==> config.mk <==
export PLATFORM = sky130hd
export DESIGN_NAME = tlb_page_table_translator
export DESIGN_NICKNAME = d
export VERILOG_FILES = /design/src/rtl/tlbpt_pkg.sv /design/src/rtl/tlbpt_tlb.sv /design/src/rtl/tlb_page_table_translator.sv
export SDC_FILE = /design/constraint.sdc
export NUM_CORES = 2
export LEC_CHECK = 0
export ABC_CLOCK_PERIOD_IN_PS = 8800
export BUFFER_PORTS_ARGS = -buffer_cell sky130_fd_sc_hd__buf_2
export CAP_MARGIN = 10
export CORE_ASPECT_RATIO = 2
export CORE_MARGIN = 2
export CORE_UTILIZATION = 56
export CTS_CLUSTER_DIAMETER = 50
export DETAILED_ROUTE_END_ITERATION = 12
export PLACE_DENSITY = 0.76
export SLEW_MARGIN = 0
export SYNTH_ARGS = -nofsm -noshare
export SYNTH_HDL_FRONTEND = slang
export SYNTH_SLANG_ARGS = --single-unit
==> constraint.sdc <==
create_clock -name clk_i -period 8.8 [get_ports clk_i]
set_input_delay 0.44 -clock clk_i [delete_from_list [all_inputs] [get_ports clk_i]]
set_output_delay 0.44 -clock clk_i [all_outputs]
set_load 0.05 [all_outputs]
==> src/rtl/tlbpt_pkg.sv <==
// Shared types, constants and helpers for the TLB / page table translator.
// No dependencies; imported by tlbpt_tlb and tlb_page_table_translator.

package tlbpt_pkg;

  // Geometry. PAGE_COUNT is a power of two: the page number is the low
  // PAGE_W bits of the address above the offset.
  localparam int unsigned VA_W         = 16;
  localparam int unsigned TLB_ENTRIES  = 16;
  localparam int unsigned PAGE_COUNT   = 256;
  localparam int unsigned OFFSET_WIDTH = 8;
  localparam int unsigned COUNT_W      = 32;

  localparam int unsigned PAGE_W    = $clog2(PAGE_COUNT);
  localparam int unsigned TLB_IDX_W = $clog2(TLB_ENTRIES);
  localparam int unsigned WIDE_W    = PAGE_W + VA_W;

  localparam logic [VA_W-1:0] OFF_MASK = VA_W'((64'd1 << OFFSET_WIDTH) - 64'd1);
  localparam logic [PAGE_W-1:0] LAST_FRAME = PAGE_W'(PAGE_COUNT - 1);
  localparam logic [TLB_IDX_W-1:0] LAST_SLOT = TLB_IDX_W'(TLB_ENTRIES - 1);
  localparam logic [COUNT_W-1:0] COUNT_MAX = '1;

  typedef logic [PAGE_W-1:0] page_t;
  typedef logic [PAGE_W-1:0] frame_t;

  typedef enum logic {
    ST_IDLE,
    ST_LOOKUP
  } tlbpt_state_e;

  typedef struct packed {
    logic   hit;
    frame_t frame;
  } tlbpt_lookup_t;

  typedef struct packed {
    logic   we;
    page_t  page;
    frame_t frame;
  } tlbpt_fill_t;

  function automatic page_t page_of(input logic [VA_W-1:0] va);
    logic [VA_W-1:0] sh;
    sh = va >> OFFSET_WIDTH;
    return PAGE_W'(sh);
  endfunction

  function automatic logic [VA_W-1:0] phys_of(input frame_t frame,
                                              input logic [VA_W-1:0] va);
    logic [WIDE_W-1:0] w;
    w = (WIDE_W'(frame) << OFFSET_WIDTH) | WIDE_W'(va & OFF_MASK);
    return VA_W'(w);
  endfunction

  function automatic logic [COUNT_W-1:0] sat_inc(input logic [COUNT_W-1:0] v);
    return (v == COUNT_MAX) ? v : v + COUNT_W'(1);
  endfunction

endpackage

==> src/rtl/tlbpt_tlb.sv <==
// Fully associative TLB with FIFO replacement: parallel tag compare, one fill port.
// Depends on tlbpt_pkg.

module tlbpt_tlb import tlbpt_pkg::*; (
  input  logic          clk_i,
  input  logic          rst_ni,
  input  page_t         lookup_page_i,
  input  tlbpt_fill_t   fill_i,
  output tlbpt_lookup_t lookup_o
);

  page_t                  tags_q   [TLB_ENTRIES];
  frame_t                 frames_q [TLB_ENTRIES];
  logic [TLB_ENTRIES-1:0] valid_q;
  logic [TLB_IDX_W-1:0]   ptr_q;
  logic [TLB_IDX_W-1:0]   hit_idx;
  logic                   hit;

  // Lowest matching slot wins; scan from the top so lower slots override.
  always_comb begin
    hit     = 1'b0;
    hit_idx = '0;
    for (int i = TLB_ENTRIES - 1; i >= 0; i--) begin
      if (valid_q[i] && (tags_q[i] == lookup_page_i)) begin
        hit     = 1'b1;
        hit_idx = TLB_IDX_W'(i);
      end
    end
  end

  assign lookup_o.hit   = hit;
  assign lookup_o.frame = frames_q[hit_idx];

  always_ff @(posedge clk_i or negedge rst_ni) begin
    if (!rst_ni) begin
      valid_q <= '0;
      ptr_q   <= '0;
    end else if (fill_i.we) begin
      valid_q[ptr_q] <= 1'b1;
      ptr_q          <= (ptr_q == LAST_SLOT) ? '0 : ptr_q + TLB_IDX_W'(1);
    end
  end

  always_ff @(posedge clk_i) begin
    if (fill_i.we) begin
      tags_q[ptr_q]   <= fill_i.page;
      frames_q[ptr_q] <= fill_i.frame;
    end
  end

endmodule

==> src/rtl/tlb_page_table_translator.sv <==
// Top level: virtual-to-physical translator with TLB and demand-paged page table.
// Depends on tlbpt_pkg and tlbpt_tlb.
//
//  Channel   Direction  Handshake              Payload
//  --------  ---------  ---------------------  ---------------------------------------
//  request   in         start high, busy low   virtual_address_i
//  result    out        done_o (one cycle)     physical_address_o, tlb_hit_o,
//                                              page_fault_o, *_count_o
//
// For each address, the accept edge issues the page table read,
// and the following edge resolves hit / table / fault, writes back the page
// table and TLB, and registers the result. done_o is high in the cycle after
// that; busy is high only during the resolve cycle, so a new transfer may be
// taken while the result is shown. The receiver cannot stall. Reset clears the
// valid bits, the FIFO pointer, the free-frame counter and all counts.

module tlb_page_table_translator import tlbpt_pkg::*; (
  input  logic               clk_i,
  input  logic               rst_ni,
  input  logic               start,
  input  logic [VA_W-1:0]    virtual_address_i,
  output logic               busy,
  output logic               done_o,
  output logic [VA_W-1:0]    physical_address_o,
  output logic               tlb_hit_o,
  output logic               page_fault_o,
  output logic [COUNT_W-1:0] translated_count_o,
  output logic [COUNT_W-1:0] hit_count_o,
  output logic [COUNT_W-1:0] fault_count_o
);

  tlbpt_state_e state_q, state_d;
  logic         accept;
  logic         resolve;

  logic [VA_W-1:0]        va_q;
  page_t                  page_in;
  page_t                  page_q;
  frame_t                 pt_mem [PAGE_COUNT];
  frame_t                 pt_rdata_q;
  logic [PAGE_COUNT-1:0]  pt_valid_q;
  logic                   pt_hit;
  frame_t                 next_free_q;

  tlbpt_lookup_t lookup;
  tlbpt_fill_t   fill;
  logic          fault;
  frame_t        frame;

  logic               done_q;
  logic [VA_W-1:0]    phys_q;
  logic               hit_q;
  logic               fault_q;
  logic [COUNT_W-1:0] trans_cnt_q;
  logic [COUNT_W-1:0] hit_cnt_q;
  logic [COUNT_W-1:0] fault_cnt_q;

  // ---------------------------------------------------------------------------
  // Control
  // ---------------------------------------------------------------------------
  assign accept = start && !busy;

  always_comb begin
    state_d = state_q;
    unique case (state_q)
      ST_IDLE:   if (accept) state_d = ST_LOOKUP;
      ST_LOOKUP: state_d = ST_IDLE;
      default:   state_d = ST_IDLE;
    endcase
  end

  always_comb begin
    busy    = 1'b0;
    resolve = 1'b0;
    unique case (state_q)
      ST_IDLE:   busy = 1'b0;
      ST_LOOKUP: begin
        busy    = 1'b1;
        resolve = 1'b1;
      end
      default:   busy = 1'b0;
    endcase
  end

  always_ff @(posedge clk_i or negedge rst_ni) begin
    if (!rst_ni) begin
      state_q <= ST_IDLE;
    end else begin
      state_q <= state_d;
    end
  end

  // ---------------------------------------------------------------------------
  // Page table memory: read on the accept edge, write back on the resolve edge.
  // A write lands before the earliest next read, so no forwarding.
  // ---------------------------------------------------------------------------
  assign page_in = page_of(virtual_address_i);
  assign page_q  = page_of(va_q);

  always_ff @(posedge clk_i) begin
    if (accept) begin
      va_q       <= virtual_address_i;
      pt_rdata_q <= pt_mem[page_in];
    end
    if (fault) begin
      pt_mem[page_q] <= next_free_q;
    end
  end

  assign pt_hit = pt_valid_q[page_q];

  // ---------------------------------------------------------------------------
  // TLB lookup and fill
  // ---------------------------------------------------------------------------
  tlbpt_tlb u_tlb (
    .clk_i         (clk_i),
    .rst_ni        (rst_ni),
    .lookup_page_i (page_q),
    .fill_i        (fill),
    .lookup_o      (lookup)
  );

  // Hit uses the TLB frame; a table hit uses the read data; otherwise fault.
  always_comb begin
    fault = resolve && !lookup.hit && !pt_hit;
    priority if (lookup.hit) begin
      frame = lookup.frame;
    end else if (pt_hit) begin
      frame = pt_rdata_q;
    end else begin
      frame = next_free_q;
    end
    fill.we    = resolve && !lookup.hit;
    fill.page  = page_q;
    fill.frame = frame;
  end

  // ---------------------------------------------------------------------------
  // State update and result registers
  // ---------------------------------------------------------------------------
  always_ff @(posedge clk_i or negedge rst_ni) begin
    if (!rst_ni) begin
      pt_valid_q  <= '0;
      next_free_q <= '0;
      trans_cnt_q <= '0;
      hit_cnt_q   <= '0;
      fault_cnt_q <= '0;
      done_q      <= 1'b0;
    end else begin
      done_q <= resolve;
      if (resolve) begin
        trans_cnt_q <= sat_inc(trans_cnt_q);
        if (lookup.hit) hit_cnt_q <= sat_inc(hit_cnt_q);
      end
      if (fault) begin
        pt_valid_q[page_q] <= 1'b1;
        next_free_q        <= (next_free_q == LAST_FRAME) ? '0 : next_free_q + PAGE_W'(1);
        fault_cnt_q        <= sat_inc(fault_cnt_q);
      end
    end
  end

  always_ff @(posedge clk_i) begin
    if (resolve) begin
      phys_q  <= phys_of(frame, va_q);
      hit_q   <= lookup.hit;
      fault_q <= fault;
    end
  end

  assign done_o             = done_q;
  assign physical_address_o = phys_q;
  assign tlb_hit_o          = hit_q;
  assign page_fault_o       = fault_q;
  assign translated_count_o = trans_cnt_q;
  assign hit_count_o        = hit_cnt_q;
  assign fault_count_o      = fault_cnt_q;

  // ---------------------------------------------------------------------------
  // Assertions
  // ---------------------------------------------------------------------------
  a_done_follows_lookup : assert property (@(posedge clk_i) disable iff (!rst_ni)
    done_o |-> $past(busy))
    else $error("result strobe without a preceding resolve cycle");

  a_lookup_one_cycle : assert property (@(posedge clk_i) disable iff (!rst_ni)
    busy |=> !busy)
    else $error("resolve cycle did not finish in one cycle");

  a_fault_not_hit : assert property (@(posedge clk_i) disable iff (!rst_ni)
    done_o |-> !(tlb_hit_o && page_fault_o))
    else $error("fault reported on a TLB hit");

  a_fault_counted : assert property (@(posedge clk_i) disable iff (!rst_ni)
    (done_o && page_fault_o) |->
      ((fault_count_o != $past(fault_count_o)) || (fault_count_o == COUNT_MAX)))
    else $error("fault count did not advance on a fault");

endmodule

# --- Yosys cells after proc, flatten, opt, wreduce, memory -nomap -nowiden ---
# Memories as Yosys holds them, arrays and structs flattened. A register that Yosys moved wholly into a read port is not among the register bits.
# Index checks and enable logic that the tools add are counted.
totals:
  ram_bits: 2304
  ff_bits: 416
  n_memories: 3
  wordCells: 130
  out_inout_bits: 116
  in_bits: 19
classes:
  n_mux: 50
  n_addsub: 5
  n_bitwise: 7
  magnitude_cmp: 4
  n_reduce_logical: 27
  eq_ne: 21
memory_table:
  columns: ["memory", "depth", "word_bits", "read_ports", "rd_ports_with_merged_regs", "write_ports", "line_no", "source"]
  rows:
  - ["pt_mem", 256, 8, 1, 1, 1, "tlb_page_table_translator.sv:39", "frame_t pt_mem [PAGE_COUNT];"]
  - ["u_tlb.frames_q", 16, 8, 1, 0, 1, "tlbpt_tlb.sv:13", "frame_t frames_q [TLB_ENTRIES];"]
  - ["u_tlb.tags_q", 16, 8, 16, 0, 1, "tlbpt_tlb.sv:12", "page_t tags_q [TLB_ENTRIES];"]
op_table:
  columns: ["operator", "count"]
  rows:
  - ["bitwise OR 256 bit", 1]
  - ["== test 8 bit", 16]
  - ["adder 32 x 1 -> 32 bit (second input constant)", 3]
  - ["== test 32 bit (second input constant)", 3]
  - ["2-to-1 mux 4 bit", 17]
  - ["2-to-1 mux 1 bit", 25]
  - ["2-to-1 mux 8 bit", 3]
  - ["logical AND 1 bit", 21]
  - ["bitwise OR 16 bit", 1]
  - ["bitwise OR 16 x 8 -> 16 bit", 1]
  - ["less-than comparator 8 x 9 -> 1 bit (second input constant)", 1]
  - ["adder 8 x 1 -> 8 bit (second input constant)", 1]
  - ["binary-select mux 1 bit (select 8 bit)", 1]
  - ["demux 1 bit (select 8 bit)", 1]
  - ["== test 8 bit (second input constant)", 1]
  - ["greater-or-equal comparator 8 x 1 -> 1 bit (second input constant)", 1]
  - ["less-than comparator 4 x 5 -> 1 bit (second input constant)", 1]
  - ["adder 4 x 1 -> 4 bit (second input constant)", 1]
  - ["demux 1 bit (select 4 bit)", 1]
  - ["== test 4 bit (second input constant)", 1]
  - ["greater-or-equal comparator 4 x 1 -> 1 bit (second input constant)", 1]
  - ["inverter 1 bit", 4]
  - ["one-hot mux 1 bit (2 select lines)", 2]
  - ["AND reduction 2 bit", 2]
  - ["2 further kinds", 4]

# --- Logic depth before layout (Yosys ltp) ---
depth:
  depth_word: 23
  ltp_mapped: 19
  depth_no_buf: 11

# --- Cells and area by module ---
# A second synthesis with hierarchy kept.
hier_totals:
  hier_cells: 5173
  area_unflattened_um2: 107484.3
modules_own_cells:
  columns: ["mod", "cells_each", "area_per_inst_um2", "n_inst"]
  rows:
  - ["tlb_page_table_translator", 4457, 95668.0, 1]
  - ["tlbpt_tlb", 716, 11816.3, 1]

# --- Worst setup path before layout ---
# OpenSTA, ideal clock, no wires.
synth_path:
  path_type: "reg2reg"
  from: "register next_free_q[0]"
  to: "register phys_q[8] (netlist: physical_address_o[8]), data pin"
  n_path_buf: 0
  stages_incl_launch_ff: 5
  path_slack_ps: 3462
  arrival_time_ps: 4951
  required_time_ps: 8412
  synth_period_minus_slack_ps: 5338
  cell_sequence: "dfrtp_1 inv_1 a22oi_1 o21ai_0 nor4_1"
synth_rtl:
  columns: ["item", "line_no", "source"]
  rows:
  - ["start: declaration", "tlb_page_table_translator.sv:43", "frame_t next_free_q;"]
  - ["start signal: assignment", "tlb_page_table_translator.sv:157", "next_free_q <= (next_free_q == LAST_FRAME) ? '0 : next_free_q + PAGE_W'(1);"]
  - ["end signal: assignment", "tlb_page_table_translator.sv:165", "phys_q <= phys_of(frame, va_q);"]
  - ["end: declaration", "tlb_page_table_translator.sv:51", "logic [VA_W-1:0] phys_q;"]

# --- Final worst setup path ---
layout_path:
  from: "register va_q[9]"
  to: "memory pt_mem[45][2] in the netlist's numbering, enable pin"
layout_between:
  elab_chain_len: 23
layout_rtl:
  columns: ["item", "line_no", "source"]
  rows:
  - ["start: declaration", "tlb_page_table_translator.sv:36", "logic [VA_W-1:0] va_q;"]
  - ["start signal: assignment", "tlb_page_table_translator.sv:102", "va_q <= virtual_address_i;"]
  - ["== test 8 bit", "tlbpt_tlb.sv:24", "if (valid_q[i] && (tags_q[i] == lookup_page_i)) begin"]
  - ["logical AND 1 bit", "tlbpt_tlb.sv:24", null]
  - ["2-to-1 mux 1 bit (16 in a row)", "tlbpt_tlb.sv:24", null]
  - ["logical NOT 1 bit", "tlb_page_table_translator.sv:125", "fault = resolve && !lookup.hit && !pt_hit;"]
  - ["logical AND 1 bit (2 in a row)", "tlb_page_table_translator.sv:125", null]
  - ["2-to-1 mux 1 bit", "tlb_page_table_translator.sv:105", "if (fault) begin"]
  - ["2-to-1 mux 1 bit (implied by the code)", "tlb_page_table_translator.sv:106", "pt_mem[page_q] <= next_free_q;"]
  - ["end: declaration", "tlb_page_table_translator.sv:39", null]
# Parallel ways exist; a longest one is shown, timed or not. The select of a mux whose other input is x is not followed.

==> metrics.cfg <==
[timing]
fin_skew_ns = 0.03284
rsz0062_at_grt = false
slew_headroom_pct = 13.18
drv_slew = 0
hold_violations = 0
period_minus_slack_ns = 6.857
fin_tns_setup_ns = 0
setup_viol = 0
tightest_slew_ns = 1.302
max_freq_mhz = 145.8
final.period_utilization_pct = 77.92

[flow_run]
drv_cap = 0

[detailed_routing]
dr_wl_met2_mm = 147.1
wl_per_cell_um = 33.59
postRouteAntennaNets = 0
met3RoutedLength_mm = 17.25
top_layer_used = met5
first_iter_violations = 5432
drc = 0
via_count = 52490
firstDrtPassIters = 6
via_per_inst = 6.519
wl_met1_mm = 83.40
wirelength_mm = 270.5

[floorplan]
chipHeight_um = 621.7
dieArea_um2 = 194500
initial_core_util_pct = 56.40
pin_count = 135
die_w_um = 312.9
core_um2 = 189500
rows = 226

[grt]
antenna_found_initial = 7
grt_pass1_wl_mm = 387.9
track_usage_pct = 27.96
grt_pass1_vias = 54210
grt-ovfl-total = 0
grt_max_degree = 132

[cts]
cts_buffer_depth = 4
clockRootBuffer = clkbuf_16
cts_tree = done
post_cts_buffers = 0
ctsHoldBuffers = 12
numCtsBuffers = 215
h-tree-depth = 4
clk_latency_ns = 0.86
cts.sinks = 2728
cts_resized = 0
clk_pin_slew_worst_paths_ns = 0.07

[final_layout]
final_common_cell = edfxtp_1
final_area_um2 = 117700
nFillCells = 12390
final-seq-area_um2 = 80040
final_cell_mix = 2346 x edfxtp_1, 744 x mux4_2, 374 x dfrtp_1, 279 x nor2_1, 217 x clkbuf_16
areaGrowthSynthToFinish_pct = 10.19
layout.cells.non_filler = 8052
drive_gt1_share_pct = 28.77
fin_nets = 5392
multi_input_comb_area_um2 = 25650

[setup_path]
slowest_stage = edfxtp_1
end_kind = register
crit_type = reg -> reg
critical_path_required_ns = 9.28
worst-path-max-fanout = 20
cp_top_family = simple AND/OR/NAND/NOR gates
max_stage_delay_ns = 1.22
cp-start-kind = register
crit_chain = buf_4 -> mux4_2 -> a22oi_1 -> a21oi_1 -> or4_1 -> a22oi_1 -> o211a_1 -> nand2_2 -> inv_6 -> nand3_1 -> nor2_1
cp_common_cell = a22oi_1
arrival_ns = 7.34
critPathBufInv = 2

[power]
vdd_drop_max_mv = 0.1884
total_power_mw = 28.24
power_density_nw_per_um2 = 239.9
p_leak_nw = 38.72

[placement]
dp.cells = 7644
dp_hpwl_mm = 172.8
gp_congestion = 0.9246
port_buffers = 134
placed_area_um2 = 110700

[synthesis]
synth_edf_count = 2346
synth.area.top_cells = edfxtp_1 66%, mux4_2 16%, dfrtp_1 8.9%, xnor2_1 1.6%, or2_2 1.1%
synth_top_cell_area_share_pct = 65.93
synth.ff_latch_count = 2728
synth_nets = 5174
yosysUniqueCellTypes = 66
syn_area_um2 = 106800
ys.flop_type = edfxtp_1
synth_top_area_cell = edfxtp_1
postSynthAreaPerCell_um2 = 20.76
synth_warnings = 0
ys_seq_area_share_pct = 74.88
async_flop_share_pct = 14.00
syn-instance-count = 5147

[outcome]
status = completed

[worst_hold_path]
min-delay-path-class = in -> reg

-- layer usage --
layer / up-vias / global-route usage (%)
met5: - / 0
met3: 764 / 3.746
li1: 21100 / -
met4: 12 / 19.21
met1: 27790 / 30.18
met2: 2823 / 50.61
-- state kept, by name (all words and copies together), names as in the netlist, 4 cells and up --
register and count:
fault_count_o 32, hit_count_o 32, next_free_q 8, u_tlb.valid_q 16, translated_count_o 32, u_tlb.ptr_q 4, u_tlb.frames_q 128, physical_address_o 16
va_q 16, pt_rdata_q 8, pt_mem 2048, u_tlb.tags_q 128, pt_valid_q 256
-- stage by stage --
stage	setup WS, ns	hold slack [ns]	util, %
floorplan	3.462	0.1444	-
global placement	2.171	0.4070	58.40
detailed placement	2.023	0.4108	58.40
CTS	1.992	0.1198	62.14
global route	1.864	0.1551	62.14
finish	1.943	0.09509	62.14
-- final cells by class --
cell class              instances  area share, %
multi-input cells            2129          21.79
well taps                    2508          2.665
inverters                      33         0.1095
diodes                          3       0.006376
clock inverters               133          1.082
clock buffers                 260          4.826
repair buffers                258          1.542
flip-flops and latches       2728          67.98
-- final timing paths --
| kind | from | to | slack, ns | cells after the start |
|---|---|---|---|---|
| setup / recovery | va_q[9] | pt_mem[45][2] | 1.94 | 11 |
| hold / removal | virtual_address_i[10] | va_q[10] | 0.1 | 1 |
| setup reg to reg | va_q[9] | pt_mem[45][2] | 1.94 | 11 |
| hold reg to reg | va_q[0] | physical_address_o[0] | 0.43 | 0 |
| max in group asynchronous | rst_ni | done_o | 7.11 | 3 |
| min in group asynchronous | rst_ni | translated_count_o[24] | 0.24 | 2 |
-- synth_stat cells (5+ instances only) --
| library cell | number |
|---|---|
| a211oi_1 | 6 |
| a21boi_0 | 5 |
| a21oi_1 | 22 |
| a221o_1 | 6 |
| a221oi_1 | 6 |
| a22o_1 | 9 |
| a22oi_1 | 34 |
| and2_1 | 6 |
| and3_1 | 24 |
| and4_1 | 11 |
| buf_1 | 66 |
| buf_2 | 53 |
| buf_4 | 9 |
| buf_6 | 9 |
| clkbuf_1 | 117 |
| dfrtp_1 | 382 |
| edfxtp_1 | 2346 |
| ha_1 | 8 |
| inv_1 | 32 |
| mux2_2 | 10 |
| mux2i_1 | 52 |
| mux4_2 | 744 |
| nand2_1 | 103 |
| nand2b_1 | 6 |
| nand3_1 | 75 |
| nand4_1 | 36 |
| nor2_1 | 282 |
| nor2_2 | 10 |
| nor2_4 | 30 |
| nor2b_1 | 11 |
| nor3_1 | 30 |
| nor4_1 | 15 |
| o211ai_1 | 7 |
| o21ai_0 | 24 |
| or2_1 | 95 |
| or2_2 | 183 |
| or3_1 | 10 |
| xnor2_1 | 192 |
| xor2_1 | 33 |
-- logic make-up after synthesis --
group | Yosys count | synth area share, %
flip-flops | 2728 | 74.88
AND/OR/NAND/NOR | 944 | 4.731
multiplexers | 806 | 16.27
buffers and inverters | 290 | 1.203
XOR/XNOR | 225 | 1.844
AO/OA/AOI/OAI | 146 | 0.9731
adder cells (fa/ha/maj) | 8 | 0.09369
-- report_power, final --
part | total [mW] | internal, mW | switching [mW]
clock | 9.72 | 5.24 | 4.48
combinational | 2.81 | 0.702 | 2.11
sequential | 15.7 | 15.4 | 0.352
total | 28.2 | 21.3 | 6.94
(Power assumes the default switching activity.)
